File: src/hw/rtl/bpc_pkg.sv
package bpc_pkg;

    typedef enum logic [1:0] {
        PS_RELEASED = 2'd0,
        PS_SHORT    = 2'd1,
        PS_LONG     = 2'd2
    } t_press_state;

    typedef enum logic {
        CMD_POLL  = 1'b0,
        CMD_CLEAR = 1'b1
    } t_cmd;

    localparam int unsigned PADDR_W = 4;

    typedef enum logic [1:0] {
        REG_DEBOUNCE   = 2'd0,
        REG_HOLD       = 2'd1,
        REG_REMAIN     = 2'd2,
        REG_ACTIVE_LOW = 2'd3
    } t_reg_idx;

    localparam logic [31:0] DEBOUNCE_RST   = 32'd50;
    localparam logic [31:0] HOLD_RST       = 32'd1000;
    localparam logic [31:0] REMAIN_RST     = 32'd500;
    localparam logic        ACTIVE_LOW_RST = 1'b1;

endpackage

File: src/hw/rtl/bpc_if.sv
interface bpc_in_if;
    logic        valid;
    logic        ready;
    logic        cmd;
    logic        pin_level;
    logic [31:0] now_ms;

    modport source (output valid, output cmd, output pin_level, output now_ms, input ready);
    modport sink   (input valid, input cmd, input pin_level, input now_ms, output ready);
endinterface

interface bpc_out_if;
    logic                  valid;
    logic                  ready;
    bpc_pkg::t_press_state press_state;
    logic                  debounced_pressed;

    modport source (output valid, output press_state, output debounced_pressed, input ready);
    modport sink   (input valid, input press_state, input debounced_pressed, output ready);
endinterface

File: src/hw/rtl/button_press_classifier_top.sv
// An accepted poll or clear item goes to the input register, its result to the result register.
// Throughput: one item per cycle unless o_out.ready stalls the output; the two registers
// decouple the two channels, and the state update is a single 32-bit subtract/compare pass.
// Reset (synchronous, active low): button taken as released, no timers running,
// configuration back to debounce 50 ms, hold 1000 ms, remain 500 ms, active low.
module button_press_classifier_top (
    input  logic                         i_clk,
    input  logic                         i_rst_n,
    bpc_in_if.sink                       i_in,
    bpc_out_if.source                    o_out,
    input  logic                         psel,
    input  logic                         penable,
    input  logic                         pwrite,
    input  logic [bpc_pkg::PADDR_W-1:0]  paddr,
    input  logic [31:0]                  pwdata,
    output logic [31:0]                  prdata,
    output logic                         pready
);

    // Configuration registers.
    logic [31:0] r_debounce_ms;
    logic [31:0] r_hold_ms;
    logic [31:0] r_remain_ms;
    logic        r_active_low;

    logic             cfg_wr;
    bpc_pkg::t_reg_idx cfg_idx;

    assign pready  = 1'b1;
    assign cfg_wr  = psel && penable && pwrite;
    assign cfg_idx = bpc_pkg::t_reg_idx'(paddr[3:2]);

    always_ff @(posedge i_clk) begin
        if (!i_rst_n) begin
            r_debounce_ms <= bpc_pkg::DEBOUNCE_RST;
            r_hold_ms     <= bpc_pkg::HOLD_RST;
            r_remain_ms   <= bpc_pkg::REMAIN_RST;
            r_active_low  <= bpc_pkg::ACTIVE_LOW_RST;
        end else if (cfg_wr) begin
            case (cfg_idx)
                bpc_pkg::REG_DEBOUNCE:   r_debounce_ms <= pwdata;
                bpc_pkg::REG_HOLD:       r_hold_ms     <= pwdata;
                bpc_pkg::REG_REMAIN:     r_remain_ms   <= pwdata;
                bpc_pkg::REG_ACTIVE_LOW: r_active_low  <= pwdata[0];
                default: ;
            endcase
        end
    end

    always_comb begin
        case (cfg_idx)
            bpc_pkg::REG_DEBOUNCE:   prdata = r_debounce_ms;
            bpc_pkg::REG_HOLD:       prdata = r_hold_ms;
            bpc_pkg::REG_REMAIN:     prdata = r_remain_ms;
            bpc_pkg::REG_ACTIVE_LOW: prdata = {31'd0, r_active_low};
            default:                 prdata = 32'd0;
        endcase
    end

    // Input register.
    logic        r_s1_vld;
    logic        r_s1_cmd;
    logic        r_s1_pin;
    logic [31:0] r_s1_now;

    // Result register.
    logic                  r_out_vld;
    bpc_pkg::t_press_state r_out_state;
    logic                  r_out_pressed;

    logic advance;

    assign advance    = r_s1_vld && (!r_out_vld || o_out.ready);
    assign i_in.ready = !r_s1_vld || advance;

    always_ff @(posedge i_clk) begin
        if (!i_rst_n) begin
            r_s1_vld <= 1'b0;
        end else if (i_in.ready) begin
            r_s1_vld <= i_in.valid;
        end
    end

    always_ff @(posedge i_clk) begin
        if (i_in.valid && i_in.ready) begin
            r_s1_cmd <= i_in.cmd;
            r_s1_pin <= i_in.pin_level;
            r_s1_now <= i_in.now_ms;
        end
    end

    // Button state.
    logic                  r_level_now,     n_level_now;
    logic                  r_level_before,  n_level_before;
    logic                  r_hold_mark,     n_hold_mark;
    logic                  r_blanking,      n_blanking;
    logic [31:0]           r_press_start,   n_press_start;
    logic                  r_press_timing,  n_press_timing;
    logic [31:0]           r_report_start,  n_report_start;
    logic                  r_report_timing, n_report_timing;
    bpc_pkg::t_press_state r_reported,      n_reported;
    logic                  found;

    logic [31:0] press_age;
    logic [31:0] report_age;
    logic        past_debounce;
    logic        past_hold;
    logic        past_remain;

    assign press_age     = r_s1_now - r_press_start;
    assign report_age    = r_s1_now - r_report_start;
    assign past_debounce = press_age > r_debounce_ms;
    assign past_hold     = press_age > r_hold_ms;
    assign past_remain   = report_age > r_remain_ms;

    always_comb begin
        logic sample;
        logic level;
        logic report_set;

        n_level_now     = r_level_now;
        n_level_before  = r_level_before;
        n_hold_mark     = r_hold_mark;
        n_blanking      = r_blanking;
        n_press_start   = r_press_start;
        n_press_timing  = r_press_timing;
        n_report_start  = r_report_start;
        n_report_timing = r_report_timing;
        n_reported      = r_reported;
        found           = 1'b0;
        sample          = 1'b1;
        level           = (r_s1_pin ^ r_active_low);
        report_set      = 1'b0;

        if (bpc_pkg::t_cmd'(r_s1_cmd) == bpc_pkg::CMD_CLEAR) begin
            if (r_reported == bpc_pkg::PS_SHORT) begin
                n_reported      = bpc_pkg::PS_RELEASED;
                n_report_timing = 1'b0;
            end
        end else begin
            if (r_blanking) begin
                if (past_debounce) begin
                    n_blanking = 1'b0;
                end else begin
                    sample = 1'b0;
                end
            end

            if (sample) begin
                n_level_before = r_level_now;
                n_level_now    = level;
                if (level != r_level_now) begin
                    if (level) begin
                        n_press_start  = r_s1_now;
                        n_press_timing = 1'b1;
                        n_blanking     = 1'b1;
                        n_hold_mark    = 1'b0;
                    end else begin
                        n_press_timing = 1'b0;
                        n_blanking     = 1'b0;
                    end
                end else begin
                    if (r_press_timing && !r_hold_mark && past_hold) begin
                        n_hold_mark = 1'b1;
                    end
                    found = level;
                end
            end

            // A found press saw no edge, so the press start and timer are unchanged here.
            if (found && r_press_timing && past_hold) begin
                n_reported      = bpc_pkg::PS_LONG;
                n_report_start  = r_s1_now;
                n_report_timing = 1'b1;
                report_set      = 1'b1;
            end else if (!n_level_now && n_level_before) begin
                if (n_hold_mark) begin
                    n_hold_mark = 1'b0;
                end else begin
                    n_reported      = bpc_pkg::PS_SHORT;
                    n_report_start  = r_s1_now;
                    n_report_timing = 1'b1;
                    report_set      = 1'b1;
                end
            end

            // A report set by this poll has an age of zero and cannot expire yet.
            if (!report_set && r_report_timing && past_remain) begin
                n_reported      = bpc_pkg::PS_RELEASED;
                n_report_timing = 1'b0;
            end
        end
    end

    always_ff @(posedge i_clk) begin
        if (!i_rst_n) begin
            r_level_now     <= 1'b0;
            r_level_before  <= 1'b0;
            r_hold_mark     <= 1'b0;
            r_blanking      <= 1'b0;
            r_press_start   <= 32'd0;
            r_press_timing  <= 1'b0;
            r_report_start  <= 32'd0;
            r_report_timing <= 1'b0;
            r_reported      <= bpc_pkg::PS_RELEASED;
        end else if (advance) begin
            r_level_now     <= n_level_now;
            r_level_before  <= n_level_before;
            r_hold_mark     <= n_hold_mark;
            r_blanking      <= n_blanking;
            r_press_start   <= n_press_start;
            r_press_timing  <= n_press_timing;
            r_report_start  <= n_report_start;
            r_report_timing <= n_report_timing;
            r_reported      <= n_reported;
        end
    end

    always_ff @(posedge i_clk) begin
        if (!i_rst_n) begin
            r_out_vld <= 1'b0;
        end else if (advance) begin
            r_out_vld <= 1'b1;
        end else if (o_out.ready) begin
            r_out_vld <= 1'b0;
        end
    end

    always_ff @(posedge i_clk) begin
        if (advance) begin
            r_out_state   <= n_reported;
            r_out_pressed <= found;
        end
    end

    assign o_out.valid             = r_out_vld;
    assign o_out.press_state       = r_out_state;
    assign o_out.debounced_pressed = r_out_pressed;

endmodule
File: src/flat_wrapper.sv
// flat-port wrapper written by rule: the top's interface ports become plain ports
module button_press_classifier_top_flat 
  (i_clk, i_rst_n, psel, penable, pwrite, paddr, pwdata, prdata, pready, i_in_valid, i_in_cmd, i_in_pin_level, i_in_now_ms, i_in_ready, o_out_valid, o_out_press_state, o_out_debounced_pressed, o_out_ready);
  bpc_in_if i_in_i ();
  bpc_out_if o_out_i ();
  input  logic i_clk;
  input  logic i_rst_n;
  input  logic psel;
  input  logic penable;
  input  logic pwrite;
  input  logic [bpc_pkg::PADDR_W-1:0] paddr;
  input  logic [31:0] pwdata;
  output logic [31:0] prdata;
  output logic pready;
  input wire logic [$bits(i_in_i.valid)-1:0] i_in_valid;
  input wire logic [$bits(i_in_i.cmd)-1:0] i_in_cmd;
  input wire logic [$bits(i_in_i.pin_level)-1:0] i_in_pin_level;
  input wire logic [$bits(i_in_i.now_ms)-1:0] i_in_now_ms;
  output wire logic [$bits(i_in_i.ready)-1:0] i_in_ready;
  output wire logic [$bits(o_out_i.valid)-1:0] o_out_valid;
  output wire logic [$bits(o_out_i.press_state)-1:0] o_out_press_state;
  output wire logic [$bits(o_out_i.debounced_pressed)-1:0] o_out_debounced_pressed;
  input wire logic [$bits(o_out_i.ready)-1:0] o_out_ready;
  assign i_in_i.valid = i_in_valid;
  assign i_in_i.cmd = i_in_cmd;
  assign i_in_i.pin_level = i_in_pin_level;
  assign i_in_i.now_ms = i_in_now_ms;
  assign i_in_ready = i_in_i.ready;
  assign o_out_valid = o_out_i.valid;
  assign o_out_press_state = o_out_i.press_state;
  assign o_out_debounced_pressed = o_out_i.debounced_pressed;
  assign o_out_i.ready = o_out_ready;
  button_press_classifier_top u_core (.i_clk(i_clk), .i_rst_n(i_rst_n), .i_in(i_in_i), .o_out(o_out_i), .psel(psel), .penable(penable), .pwrite(pwrite), .paddr(paddr), .pwdata(pwdata), .prdata(prdata), .pready(pready));
endmodule
File: config.mk
export PLATFORM = sky130hd
export DESIGN_NAME = button_press_classifier_top_flat
export DESIGN_NICKNAME = d
export VERILOG_FILES = /design/src/hw/rtl/bpc_pkg.sv /design/src/hw/rtl/bpc_if.sv /design/src/hw/rtl/button_press_classifier_top.sv /design/src/flat_wrapper.sv
export SDC_FILE = /design/constraint.sdc
export NUM_CORES = 1
export LEC_CHECK = 0
export BUFFER_PORTS_ARGS = -buffer_cell sky130_fd_sc_hd__buf_2
export CAP_MARGIN = 20
export CORE_UTILIZATION = 55
export DETAILED_ROUTE_END_ITERATION = 10
export GPL_ROUTABILITY_DRIVEN = 0
export PLACE_DENSITY = 0.74
export SLEW_MARGIN = 20
export SYNTH_ARGS = -nofsm -noshare
export SYNTH_HDL_FRONTEND = slang
export SYNTH_SLANG_ARGS = --single-unit
File: constraint.sdc
create_clock -name i_clk -period 7.3 [get_ports i_clk]
set_input_delay 0.365 -clock i_clk [delete_from_list [all_inputs] [get_ports i_clk]]
set_output_delay 0.365 -clock i_clk [all_outputs]
set_load 0.02 [all_outputs]
==> parameters.txt <==
Parameter                              Value

Timing
  Final-layout worst hold slack    0.0132 ns
  Final setup vio count    0
  Final hold vios    0
  Fin crit period    6.54 ns
  Slew Viols, Final    0
  Worst max-slew margin expressed relative to the limit    0.307
  Crit share post-route    0.896
  Clock skew    0.0110 ns
  Aggregate negative setup slack    0 ns
  Max Clock Freq    153 MHz
  Transition time at the pin with the least slew margin    1.04 ns
  Unrepaired setup endpoints after global routing    no

Route
  DRC violations left    0
  Vias per cell    5.68
  Wire length after detailed routing    36500 um
  First-iteration detailed-routing DRC count    849
  Overall via count from detail_route    12080
  Total iterations of the first detailed-routing run    6
  Antenna Nets Post-Route    0
  WL/cell    17.1 um

Yosys
  Most common cell in the synthesized netlist    sky130_fd_sc_hd__nand2_1
  Net count of the mapped netlist    1916
  Sequential element share of the synthesized area    0.328
  Ys async rst share    0
  Number of enable flip-flop cells after synthesis    37
  Top cells by area in the synthesized netlist    sky130_fd_sc_hd__dfxtp_1 (25%), sky130_fd_sc_hd__ha_1 (14%), sky130_fd_sc_hd__nand2_1 (8.5%)
  Synthesized instance count    1678
  Most common library cells after synthesis    sky130_fd_sc_hd__nand2_1 (311), sky130_fd_sc_hd__inv_1 (185), sky130_fd_sc_hd__dfxtp_1 (171), sky130_fd_sc_hd__ha_1 (159), sky130_fd_sc_hd__a21oi_1 (136)
  Commonest register cell after synthesis    sky130_fd_sc_hd__dfxtp_1
  Synthesized area    13800 um^2
  Yosys warnings    0
  Area share of the largest cell type after synthesis    0.248
  Post-synth top area cell    sky130_fd_sc_hd__dfxtp_1
  Mapped Avg Cell Area    8.23 um^2
  Number of synthesized register bits    208
  Cell variety after synth    71

Pwr
  Maximum ir drop on the vdd rail    204 uV
  Static leakage power    0.00607 uW
  Ratio of total power to cell area    193 nW/um^2

Finish
  Share of cells above drive strength 1    0.100
  Post-route cell area    15600 um^2
  Filler cell count in the final layout    2130
  Post-layout instance count excluding filler cells    2128
  # nets final    2024
  Synth-to-layout area growth    13.1%
  Final core utilization    0.638
  Antenna diodes    0

Placed design
  Cell count after placement    2066
  Detailed Place HPWL    26300 um
  Buffers added on ports    111
  Cell Area, Placed    14600 um^2

Global route
  Met3 track demand over resource in global routing    0.0380
  Met2 global-route usage    0.482
  Met1 demand-to-capacity share in global routing    0.355
  Initial antenna violation count    0
  Pin count of the biggest net entering global routing    121
  Global-route wire length before repair    58800 um
  Via count of the first global-routing pass    11664
  Total global routing overflow    0
  GRT Total Usage    0.285
  Busiest grt layer    met2

Setup path
  CP startpoint kind    register
  Setup CP Type    register to register
  Crit path capture type    register
  Maximum cell stage delay along the critical path    0.51 ns
  Critical-path cell list    inv_1 > ha_1 > inv_1 > fa_1 > a211oi_1 > o211ai_1 > a31oi_1 > nor2_1 > nor3_1 > o21ai_0 > o221a_2 > o21a_1 > o211ai_1 > ha_1 > nand4_1 > nor4_1 > nand4_1 > nor2b_1 > o21ai_1 > a21boi_0 > nand3_1 > o31ai_4 > buf_4 > mux2i_1
  Data arrival time at the worst-slack endpoint    6.99 ns
  Required time of the critical path    7.75 ns
  Slowest CP cell    sky130_fd_sc_hd__a21boi_0
  Largest fanout on the critical path    20

Floorplanning
  Die ar.    25700 um^2
  Die Width    160 um
  Starting density of the core    0.565
  Number of top-level design ports    115
  Die Span Y    160 um
  Core box area    24500 um^2
  Num rows    57

Flow run
  Max Cap Viol    0

Clocking
  Post-CTS setup repair buffer count    0
  Clk sink count    208
  Total number of H-tree levels    1
  Number of buffers between clock root and the deepest sink    3
  Clock Tree Root    sky130_fd_sc_hd__clkbuf_16
  Total CTS buffers    25
  Insertion delay of the later-clocked pin in the worst-skew pair    0.53 ns
  Clock-pin slew reported for the worst setup and hold paths after clock tree synthesis    0.06 ns
  Clock tree from TritonCTS    done
  Resized cells post-CTS    0
  # hold bufs at CTS    17

Run status
  Result of the run    finished, final reports clean

Hold path
  Type of the worst min-delay path    primary input to register
## cells in the final DEF, fill, tap and decap left out, types with 13 or more instances in the layout
| cell | instances |
|---|---|
| sky130_fd_sc_hd__a21boi_0 | 22 |
| sky130_fd_sc_hd__a21o_1 | 44 |
| sky130_fd_sc_hd__a21oi_1 | 136 |
| sky130_fd_sc_hd__and3_1 | 13 |
| sky130_fd_sc_hd__buf_2 | 110 |
| sky130_fd_sc_hd__buf_4 | 16 |
| sky130_fd_sc_hd__clkbuf_16 | 26 |
| sky130_fd_sc_hd__dfxtp_1 | 171 |
| sky130_fd_sc_hd__dlygate4sd3_1 | 17 |
| sky130_fd_sc_hd__edfxtp_1 | 37 |
| sky130_fd_sc_hd__ha_1 | 159 |
| sky130_fd_sc_hd__inv_1 | 184 |
| sky130_fd_sc_hd__mux2i_1 | 99 |
| sky130_fd_sc_hd__nand2_1 | 310 |
| sky130_fd_sc_hd__nand3_1 | 19 |
| sky130_fd_sc_hd__nand4_1 | 20 |
| sky130_fd_sc_hd__nor2_1 | 49 |
| sky130_fd_sc_hd__nor2b_1 | 53 |
| sky130_fd_sc_hd__nor3_1 | 16 |
| sky130_fd_sc_hd__o211ai_1 | 31 |
| sky130_fd_sc_hd__o21a_1 | 15 |
| sky130_fd_sc_hd__o21ai_0 | 61 |
| sky130_fd_sc_hd__xnor2_1 | 41 |
## sequential cells by signal, summed over array words and instances, names as in the netlist, 2 cells and up
signal / flops
u_core.r_hold_ms: 32
u_core.r_report_start: 32
u_core.r_debounce_ms: 32
u_core.r_press_start: 32
u_core.r_remain_ms: 32
u_core.r_reported: 2
u_core.o_out.press_state: 2
u_core.r_s1_now: 32
## cells by family (layout without fill, tap and decap cells)
group,after synthesis,in the layout,share of synthesized area
AOI/OAI and AO/OA,384,384,0.177
xor gates and xnor gates,52,52,0.0330
adders and majority gates,161,161,0.147
buffers and inverters,248,374,0.0711
DFF,208,208,0.328
muxes,100,100,0.0734
other,1,1,0.000272
and+or+nand+nor,524,524,0.170
## worst max-delay path: cells and delay by family, from the launching register on
family / cells / cell delay, ns
adder cells (fa/ha/maj): 3 / 0.80
AO/OA/AOI/OAI: 10 / 2.93
buffers and inverters: 3 / 0.54
flip-flops: 1 / 0.41
AND/OR/NAND/NOR: 7 / 1.53
multiplexers: 1 / 0.23
## per-layer routing
| metal | wire length (um) | share of wire | vias to the layer above |
|---|---|---|---|
| li1 | - | - | 5994 |
| met1 | 15500 | 0.42 | 5592 |
| met2 | 17000 | 0.47 | 387 |
| met3 | 2210 | 0.061 | 107 |
| met4 | 1770 | 0.049 | 0 |
| met5 | 0 | 0 | - |
## report_power, final
part           leakage (uW)  switching, uW  total, uW  internal [uW]
Combinational       0.00393            321        548            228
Sequential          0.00174           22.0       1220           1190
Clock              0.000401            507       1240            735
## cell type report
type,instances,area [um^2],share of cell area
clock buffers,37,742,0.0475
clock inverters,8,67.6,0.00433
inverters,185,694,0.0445
multi-input cells,1222,8320,0.533
flip-flops and latches,208,4530,0.290
well taps,324,405,0.0260
repair buffers,144,852,0.0546
## worst paths after layout
| kind | depth (start not counted) | end | slack [ns] | startpoint |
|---|---|---|---|---|
| setup reg to reg | 24 | u_core.r_report_start[6]$_SDFFE_PN0P_ | 0.76 | u_core.r_s1_now[0]$_DFFE_PP_ |
| setup / recovery | 24 | u_core.r_report_start[6]$_SDFFE_PN0P_ | 0.76 | u_core.r_s1_now[0]$_DFFE_PP_ |
| hold / removal | 1 | u_core.r_s1_cmd$_DFFE_PP_ | 0.01 | i_in_cmd |
| hold reg to reg | 2 | u_core.r_report_start[1]$_SDFFE_PN0P_ | 0.46 | u_core.r_report_start[1]$_SDFFE_PN0P_ |
## stage by stage
stage	setup slack [ns]	power, uW
6_report	0.757	3010
5_1_grt	0.312	3130
3_5_place_dp	0.885	1770
4_1_cts	0.856	3020
2_1_floorplan	2.14	1620
3_3_place_gp	1.07	1760
No activity file was read; power rests on OpenSTA's default activity.
